File: src/ctlt_pkg.sv
`timescale 1ns / 1ps
// ----------------------------------------------------------------------------
// ctlt_pkg: shared types and constants
// Field widths, command codes and the structs passed between the stages.
// ----------------------------------------------------------------------------
package ctlt_pkg;

  localparam int ID_W    = 32;
  localparam int COORD_W = 16;
  localparam int RETRY_W = 8;
  localparam int SQ_W    = 2 * COORD_W;
  localparam int NORM_W  = SQ_W + 2;

  localparam logic [RETRY_W-1:0] RETRY_RESET = RETRY_W'(5);

  localparam logic CMD_TRACK   = 1'b0;
  localparam logic CMD_ACQUIRE = 1'b1;

  typedef struct packed {
    logic                      cmd;
    logic                      present;
    logic [ID_W-1:0]           target_id;
    logic signed [COORD_W-1:0] pos_x;
    logic signed [COORD_W-1:0] pos_y;
    logic signed [COORD_W-1:0] pos_z;
    logic                      last;
  } det_t;

  typedef struct packed {
    det_t            det;
    logic [SQ_W-1:0] sq_x;
    logic [SQ_W-1:0] sq_y;
    logic [SQ_W-1:0] sq_z;
  } sq_item_t;

  typedef struct packed {
    logic                      ok;
    logic [ID_W-1:0]           out_id;
    logic signed [COORD_W-1:0] out_x;
    logic signed [COORD_W-1:0] out_y;
    logic signed [COORD_W-1:0] out_z;
    logic                      coasted;
    logic                      is_locked;
  } res_t;

endpackage

File: src/ctlt_ifs.sv
`timescale 1ns / 1ps
// ----------------------------------------------------------------------------
// ctlt_ifs: channel interfaces
// Detection input, track result output and retry limit write channel.
// ----------------------------------------------------------------------------
interface ctlt_det_if import ctlt_pkg::*; ();
  logic                      valid;
  logic                      ready;
  logic                      cmd;
  logic                      present;
  logic [ID_W-1:0]           target_id;
  logic signed [COORD_W-1:0] pos_x;
  logic signed [COORD_W-1:0] pos_y;
  logic signed [COORD_W-1:0] pos_z;
  logic                      last;

  modport source (output valid, cmd, present, target_id, pos_x, pos_y, pos_z, last,
                  input ready);
  modport sink (input valid, cmd, present, target_id, pos_x, pos_y, pos_z, last,
                output ready);
endinterface

interface ctlt_res_if import ctlt_pkg::*; ();
  logic                      valid;
  logic                      ready;
  logic                      ok;
  logic [ID_W-1:0]           out_id;
  logic signed [COORD_W-1:0] out_x;
  logic signed [COORD_W-1:0] out_y;
  logic signed [COORD_W-1:0] out_z;
  logic                      coasted;
  logic                      is_locked;

  modport source (output valid, ok, out_id, out_x, out_y, out_z, coasted, is_locked,
                  input ready);
  modport sink (input valid, ok, out_id, out_x, out_y, out_z, coasted, is_locked,
                output ready);
endinterface

interface ctlt_cfg_if import ctlt_pkg::*; ();
  logic               valid;
  logic               ready;
  logic [RETRY_W-1:0] max_retries;

  modport source (output valid, max_retries, input ready);
  modport sink (input valid, max_retries, output ready);
endinterface

File: src/closest_target_lock_tracker.sv
`timescale 1ns / 1ps
// ----------------------------------------------------------------------------
// closest_target_lock_tracker: nearest target lock with coast
// Flow: the last detection transfer of a frame loads the input register, and
// the result register loads from it once free; the result transfer follows.
// Throughput: one detection per cycle; squares ahead of the input register,
// sum, compare and lock update between it and the result register. A closing
// item waits in the input register while an untaken result is still held.
// Reset (rst, synchronous): unlocked, retry limit 5, frame empty, no result.
// ----------------------------------------------------------------------------
module closest_target_lock_tracker import ctlt_pkg::*; (
  input  logic       clk,
  input  logic       rst,
  ctlt_det_if.sink   det,
  ctlt_res_if.source res,
  ctlt_cfg_if.sink   cfg
);

  // Retry limit register; writes are always taken.
  logic [RETRY_W-1:0] max_retries;

  assign cfg.ready = 1'b1;

  always_ff @(posedge clk) begin
    if (rst) begin
      max_retries <= RETRY_RESET;
    end else if (cfg.valid) begin
      max_retries <= cfg.max_retries;
    end
  end

  // Stage 1: detection plus squared coordinates.
  det_t     det_in;
  sq_item_t s1;
  logic     s1_vld;
  logic     s1_fire;
  logic     det_take;

  // Result register.
  res_t res_q;
  res_t core_res;
  logic out_vld;
  logic out_free;

  assign det_in = '{cmd:       det.cmd,
                    present:   det.present,
                    target_id: det.target_id,
                    pos_x:     det.pos_x,
                    pos_y:     det.pos_y,
                    pos_z:     det.pos_z,
                    last:      det.last};

  // Only a frame-closing item needs room in the result register; the others
  // drain into the accumulator every cycle.
  assign out_free  = !out_vld || res.ready;
  assign s1_fire   = s1_vld && (!s1.det.last || out_free);
  assign det.ready = !s1_vld || s1_fire;
  assign det_take  = det.valid && det.ready;

  always_ff @(posedge clk) begin
    if (rst) begin
      s1_vld <= 1'b0;
    end else begin
      s1_vld <= det_take || (s1_vld && !s1_fire);
    end
  end

  ctlt_norm_stage u_norm (
    .clk    (clk),
    .load   (det_take),
    .det_in (det_in),
    .item   (s1)
  );

  // Stage 2: running minimum, locked id match, end of frame decision.
  ctlt_lock_core u_core (
    .clk         (clk),
    .rst         (rst),
    .step        (s1_fire),
    .item        (s1),
    .max_retries (max_retries),
    .res         (core_res)
  );

  always_ff @(posedge clk) begin
    if (rst) begin
      out_vld <= 1'b0;
    end else if (s1_fire && s1.det.last) begin
      out_vld <= 1'b1;
    end else if (res.ready) begin
      out_vld <= 1'b0;
    end
  end

  always_ff @(posedge clk) begin
    if (s1_fire && s1.det.last) begin
      res_q <= core_res;
    end
  end

  assign res.valid     = out_vld;
  assign res.ok        = res_q.ok;
  assign res.out_id    = res_q.out_id;
  assign res.out_x     = res_q.out_x;
  assign res.out_y     = res_q.out_y;
  assign res.out_z     = res_q.out_z;
  assign res.coasted   = res_q.coasted;
  assign res.is_locked = res_q.is_locked;

endmodule

File: src/ctlt_norm_stage.sv
`timescale 1ns / 1ps
// ----------------------------------------------------------------------------
// ctlt_norm_stage: input register with coordinate squares
// Captures one detection and the three squared coordinates.
// ----------------------------------------------------------------------------
module ctlt_norm_stage import ctlt_pkg::*; (
  input  logic     clk,
  input  logic     load,
  input  det_t     det_in,
  output sq_item_t item
);

  logic signed [SQ_W-1:0] px;
  logic signed [SQ_W-1:0] py;
  logic signed [SQ_W-1:0] pz;

  always_comb begin
    px = SQ_W'(det_in.pos_x) * SQ_W'(det_in.pos_x);
    py = SQ_W'(det_in.pos_y) * SQ_W'(det_in.pos_y);
    pz = SQ_W'(det_in.pos_z) * SQ_W'(det_in.pos_z);
  end

  always_ff @(posedge clk) begin
    if (load) begin
      item.det  <= det_in;
      item.sq_x <= $unsigned(px);
      item.sq_y <= $unsigned(py);
      item.sq_z <= $unsigned(pz);
    end
  end

endmodule

File: src/ctlt_lock_core.sv
`timescale 1ns / 1ps
// ----------------------------------------------------------------------------
// ctlt_lock_core: frame accumulator and lock state
// Running minimum norm, locked id search, and end of frame decision.
// ----------------------------------------------------------------------------
module ctlt_lock_core import ctlt_pkg::*; (
  input  logic               clk,
  input  logic               rst,
  input  logic               step,
  input  sq_item_t           item,
  input  logic [RETRY_W-1:0] max_retries,
  output res_t               res
);

  logic                      locked, locked_next;
  logic [ID_W-1:0]           locked_id, locked_id_next;
  logic [RETRY_W-1:0]        retry_count, retry_count_next;
  logic [ID_W-1:0]           held_id, held_id_next;
  logic signed [COORD_W-1:0] held_x, held_x_next;
  logic signed [COORD_W-1:0] held_y, held_y_next;
  logic signed [COORD_W-1:0] held_z, held_z_next;
  logic [NORM_W-1:0]         best_norm, best_norm_next;
  logic [ID_W-1:0]           best_id, best_id_next;
  logic signed [COORD_W-1:0] best_x, best_x_next;
  logic signed [COORD_W-1:0] best_y, best_y_next;
  logic signed [COORD_W-1:0] best_z, best_z_next;
  logic                      f_entry, f_entry_next;
  logic                      f_found, f_found_next;

  logic [NORM_W-1:0] norm;
  logic              take_best;
  logic              hit;

  always_comb begin
    norm = NORM_W'(item.sq_x) + NORM_W'(item.sq_y) + NORM_W'(item.sq_z);
    take_best = item.det.present && (!f_entry || (norm < best_norm));
    hit = item.det.present && locked && (item.det.target_id == locked_id) && !f_found;

    locked_next      = locked;
    locked_id_next   = locked_id;
    retry_count_next = retry_count;
    held_id_next     = hit ? locked_id : held_id;
    held_x_next      = hit ? item.det.pos_x : held_x;
    held_y_next      = hit ? item.det.pos_y : held_y;
    held_z_next      = hit ? item.det.pos_z : held_z;
    best_norm_next   = take_best ? norm : best_norm;
    best_id_next     = take_best ? item.det.target_id : best_id;
    best_x_next      = take_best ? item.det.pos_x : best_x;
    best_y_next      = take_best ? item.det.pos_y : best_y;
    best_z_next      = take_best ? item.det.pos_z : best_z;
    f_entry_next     = f_entry | item.det.present;
    f_found_next     = f_found | hit;

    res = '0;

    if (item.det.last) begin
      if (item.det.cmd == CMD_ACQUIRE) begin
        if (f_entry_next) begin
          locked_next      = 1'b1;
          locked_id_next   = best_id_next;
          held_id_next     = best_id_next;
          held_x_next      = best_x_next;
          held_y_next      = best_y_next;
          held_z_next      = best_z_next;
          retry_count_next = '0;
          res.ok           = 1'b1;
        end
      end else if (locked) begin
        if (f_found_next) begin
          retry_count_next = '0;
          res.ok           = 1'b1;
        end else if (retry_count < max_retries) begin
          retry_count_next = retry_count + RETRY_W'(1);
          res.ok           = 1'b1;
          res.coasted      = 1'b1;
        end else begin
          locked_next = 1'b0;
        end
      end
      if (res.ok) begin
        res.out_id = held_id_next;
        res.out_x  = held_x_next;
        res.out_y  = held_y_next;
        res.out_z  = held_z_next;
      end
      res.is_locked = locked_next;
      // frame closed: accumulators back to empty
      best_norm_next = '1;
      f_entry_next   = 1'b0;
      f_found_next   = 1'b0;
    end
  end

  always_ff @(posedge clk) begin
    if (rst) begin
      locked      <= 1'b0;
      locked_id   <= '0;
      retry_count <= '0;
      held_id     <= '0;
      held_x      <= '0;
      held_y      <= '0;
      held_z      <= '0;
      best_norm   <= '1;
      f_entry     <= 1'b0;
      f_found     <= 1'b0;
    end else if (step) begin
      locked      <= locked_next;
      locked_id   <= locked_id_next;
      retry_count <= retry_count_next;
      held_id     <= held_id_next;
      held_x      <= held_x_next;
      held_y      <= held_y_next;
      held_z      <= held_z_next;
      best_norm   <= best_norm_next;
      f_entry     <= f_entry_next;
      f_found     <= f_found_next;
    end
  end

  // candidate payload, only read while the entry flag is set
  always_ff @(posedge clk) begin
    if (step) begin
      best_id <= best_id_next;
      best_x  <= best_x_next;
      best_y  <= best_y_next;
      best_z  <= best_z_next;
    end
  end

endmodule

File: src/flat_wrapper.sv
// flat-port wrapper written by rule: the top's interface ports become plain ports
module closest_target_lock_tracker_flat import ctlt_pkg::*;
  (clk, rst, det_valid, det_cmd, det_present, det_target_id, det_pos_x, det_pos_y, det_pos_z, det_last, det_ready, res_valid, res_ok, res_out_id, res_out_x, res_out_y, res_out_z, res_coasted, res_is_locked, res_ready, cfg_valid, cfg_max_retries, cfg_ready);
  ctlt_det_if det_i ();
  ctlt_res_if res_i ();
  ctlt_cfg_if cfg_i ();
  input  logic clk;
  input  logic rst;
  input wire logic [$bits(det_i.valid)-1:0] det_valid;
  input wire logic [$bits(det_i.cmd)-1:0] det_cmd;
  input wire logic [$bits(det_i.present)-1:0] det_present;
  input wire logic [$bits(det_i.target_id)-1:0] det_target_id;
  input wire logic [$bits(det_i.pos_x)-1:0] det_pos_x;
  input wire logic [$bits(det_i.pos_y)-1:0] det_pos_y;
  input wire logic [$bits(det_i.pos_z)-1:0] det_pos_z;
  input wire logic [$bits(det_i.last)-1:0] det_last;
  output wire logic [$bits(det_i.ready)-1:0] det_ready;
  output wire logic [$bits(res_i.valid)-1:0] res_valid;
  output wire logic [$bits(res_i.ok)-1:0] res_ok;
  output wire logic [$bits(res_i.out_id)-1:0] res_out_id;
  output wire logic [$bits(res_i.out_x)-1:0] res_out_x;
  output wire logic [$bits(res_i.out_y)-1:0] res_out_y;
  output wire logic [$bits(res_i.out_z)-1:0] res_out_z;
  output wire logic [$bits(res_i.coasted)-1:0] res_coasted;
  output wire logic [$bits(res_i.is_locked)-1:0] res_is_locked;
  input wire logic [$bits(res_i.ready)-1:0] res_ready;
  input wire logic [$bits(cfg_i.valid)-1:0] cfg_valid;
  input wire logic [$bits(cfg_i.max_retries)-1:0] cfg_max_retries;
  output wire logic [$bits(cfg_i.ready)-1:0] cfg_ready;
  assign det_i.valid = det_valid;
  assign det_i.cmd = det_cmd;
  assign det_i.present = det_present;
  assign det_i.target_id = det_target_id;
  assign det_i.pos_x = det_pos_x;
  assign det_i.pos_y = det_pos_y;
  assign det_i.pos_z = det_pos_z;
  assign det_i.last = det_last;
  assign det_ready = det_i.ready;
  assign res_valid = res_i.valid;
  assign res_ok = res_i.ok;
  assign res_out_id = res_i.out_id;
  assign res_out_x = res_i.out_x;
  assign res_out_y = res_i.out_y;
  assign res_out_z = res_i.out_z;
  assign res_coasted = res_i.coasted;
  assign res_is_locked = res_i.is_locked;
  assign res_i.ready = res_ready;
  assign cfg_i.valid = cfg_valid;
  assign cfg_i.max_retries = cfg_max_retries;
  assign cfg_ready = cfg_i.ready;
  closest_target_lock_tracker u_core (.clk(clk), .rst(rst), .det(det_i), .res(res_i), .cfg(cfg_i));
endmodule
File: config.mk
export PLATFORM = sky130hd
export DESIGN_NAME = closest_target_lock_tracker_flat
export DESIGN_NICKNAME = d
export VERILOG_FILES = /design/src/ctlt_pkg.sv /design/src/ctlt_ifs.sv /design/src/closest_target_lock_tracker.sv /design/src/ctlt_norm_stage.sv /design/src/ctlt_lock_core.sv /design/src/flat_wrapper.sv
export SDC_FILE = /design/constraint.sdc
export NUM_CORES = 2
export LEC_CHECK = 0
export BUFFER_PORTS_ARGS = -buffer_cell sky130_fd_sc_hd__buf_2
export CORE_MARGIN = 3
export CORE_UTILIZATION = 39
export CTS_BUF_LIST = sky130_fd_sc_hd__clkbuf_8
export DETAILED_ROUTE_END_ITERATION = 16
export SLEW_MARGIN = 20
export SYNTH_ARGS = -nofsm -noshare
export SYNTH_HDL_FRONTEND = slang
export SYNTH_SLANG_ARGS = --single-unit
File: constraint.sdc
create_clock -name clk -period 15.2 [get_ports clk]
set_input_delay 4.56 -clock clk [delete_from_list [all_inputs] [get_ports clk]]
set_output_delay 4.56 -clock clk [all_outputs]
set_load 0.005 [all_outputs]
==> impl_metrics.ini <==
[yosys]
synth_common_cells = inv_1, fa_1, nor2_1, ha_1, edfxtp_1
netlist_area_mm2 = 0.0494
synth_area_per_cell_um2 = 10.2
synth_most_common_cell = inv_1
seq_area_frac_synth_pct = 27.2
synthCells = 4853
synth_area_leaders = fa_1, edfxtp_1, ha_1
ys_seq_elements = 503
synth_top_area_share_pct = 29.1
yosys.area.top_type = fa_1
yosys.cell_types.count = 88
synth-main-ff-cell = edfxtp_1
async_reset_ff_share_pct = 0
synth_warnings = 0
synth_edf_count = 336
synth_nets = 6011

[global_routing]
antenna_found_initial = 7
grt_pass1_wl_um = 193000
use_met1_pct = 24.5
grt.busiest_layer = met2
grt_usage_pct = 18.5
first_global_vias = 36000
grt_use_met2_pct = 31.5
grt_util_met3_pct = 2.90
gr-total-overflow = 0
grt_max_degree = 87

[flow_run]
drv_cap = 0

[clocking]
root_buffer = clkbuf_8
clock-sinks = 503
cts_tree = done
htree_levels = 3
clock_latency_ns = 0.78
holdBufCountCts = 0
cts_resized = 0
post-cts-setup-buffers = 0
cts_buffer_depth = 3
cts_made_buffers = 89
path_clk_slew_ns = 0.06

[setup_path]
required_ns = 15.70
end_kind = flop
crit_arrival_ns = 11.13
path_max_fanout = 24
rrSetupSlack_ns = 7.50
startpoint_type = primary input
critPathKind = in -> reg

[sta]
post-route-min-period_ns = 10.63
holdWs_ns = 0.449
max_slew_margin_pct = 27.7
fin_setup_tns_ns = 0
setup_viol = 0
rsz0062_at_grt = false
finalMaxSlewViolations = 0
finalHoldViolCount = 0
fin_skew_ns = 0.0750
worst_slew_pin_slew_ns = 1.08
timing.fmax_ghz = 0.0940
fin_crit_sh_pct = 70.0

[route]
totalWireLength_um = 119000
viasPerCell = 5.08
detail-route-antenna-nets = 0
drtIter0Drc = 1929
vias = 34000
drcViolationCount = 0
detail_route.wl_per_cell_um = 17.8
dr.pass1.iters = 6

[final_layout]
final_nets = 6127
area_growth_pct = 8.88
nFillCells = 12000
drive_above_1_share_pct = 9.18

[floorplan]
num_rows = 129
start_util_pct = 39.6
core_area_mm2 = 0.125
dieArea_mm2 = 0.131
die_h_um = 362
ios = 182
die_w_um = 362

[place]
gp_congestion = 0.862
hpwl_um = 89600
port-buffer-count = 180

[run_status]
status = complete, no violations

[min_path]
hold_class = reg -> reg
registers in the layout, summed over array words and instances, names as in the netlist, 8 cells and up:
register / cells
u_core.u_core.locked_id: 32
u_core.u_core.best_y: 16
u_core.u_core.best_norm: 34
u_core.u_norm.item: 173
u_core.u_core.best_z: 16
u_core.res.out_id: 32
u_core.u_core.held_y: 16
u_core.res.out_x: 16
u_core.u_core.held_x: 16
u_core.res.out_z: 16
u_core.max_retries: 8
u_core.u_core.held_id: 32
u_core.res.out_y: 16
u_core.u_core.best_id: 32
u_core.u_core.retry_count: 8
u_core.u_core.held_z: 16
u_core.u_core.best_x: 16
metrics by stage:
step / area, µm² / instances / setup WS (ns) / util, %
final: 53800 / 6684 / 4.57 / 43.1
after global routing: 53800 / 6684 / 4.10 / 43.1
after CTS: 53800 / 6682 / 4.69 / 43.1
after detailed placement: 51900 / 6515 / 3.87 / 41.6
after global placement: 51900 / 6515 / 3.95 / 41.6
after floorplan: 49400 / 4853 / 1.15 / -
routing by layer:
layer	part of all wire [%]	vias up
met2	48	878
met4	2.4	2
li1	-	15900
met1	43	17000
met5	0.013	-
met3	5.8	158
logic make-up (layout without fill, tap and decap cells):
group,after synthesis,in the layout,synth area share (%)
adders and majority gates,1062,1062,37.8
buffers and inverters,1166,1358,8.91
muxes,120,120,2.63
AOI/OAI and AO/OA,669,669,9.39
and+or+nand+nor,1136,1136,10.5
other,1,3,0.00759
DFF,503,503,27.2
xor gates and xnor gates,196,196,3.51
layout by cell type, fill, tap and decap left out, types with 144 or more instances in the layout:
| cell type | netlist | final |
|---|---|---|
| a21oi_1 | 148 | 148 |
| and2_1 | 144 | 144 |
| buf_2 | 17 | 180 |
| dfxtp_1 | 167 | 167 |
| edfxtp_1 | 336 | 336 |
| fa_1 | 718 | 718 |
| ha_1 | 344 | 344 |
| inv_1 | 982 | 1018 |
| nand2_1 | 332 | 329 |
| nor2_1 | 367 | 365 |
path summary, 6_finish.rpt:
kind                                           startpoint                     endpoint  depth (start not counted)
worst min register to register  u_core.u_core.held_id[31]    u_core.u_core.held_id[31]                          2
worst min-delay path            u_core.u_core.held_id[31]    u_core.u_core.held_id[31]                          2
worst max register to register     u_core.u_norm.item[35]  u_core.u_core.best_norm[14]                         29
worst max-delay path                        det_pos_x[15]       u_core.u_norm.item[94]                         20
worst max-delay path: stages:
cell and delay, ns:
buf_2 0.39, clkinv_1 0.43, nor2_1 0.22, fa_1 0.54
inv_1 0.18, fa_1 0.45, fa_1 0.49, fa_1 0.51
fa_1 0.49, inv_1 0.05, fa_1 0.44, ha_1 0.35
a2111oi_0 0.39, a21oi_1 0.12, o41ai_1 0.50, o21ai_1 0.20
o41a_1 0.37, a21o_1 0.19, a21oi_1 0.17, xnor2_1 0.08
final cells by class:
class | count | area (µm²) | area share [%]
flip-flops and latches | 503 | 13400 | 25.0
diodes | 2 | 5.00 | 0.00931
inverters | 986 | 3710 | 6.90
clock buffers | 101 | 1390 | 2.59
repair buffers | 205 | 1090 | 2.03
multi-input cells | 3184 | 31600 | 58.8
clock inverters | 66 | 453 | 0.842
well taps | 1637 | 2050 | 3.81
Power is left out: the tool's default activity adds up to more than one toggle a clock period on the data nets, which glitch-free logic cannot reach.
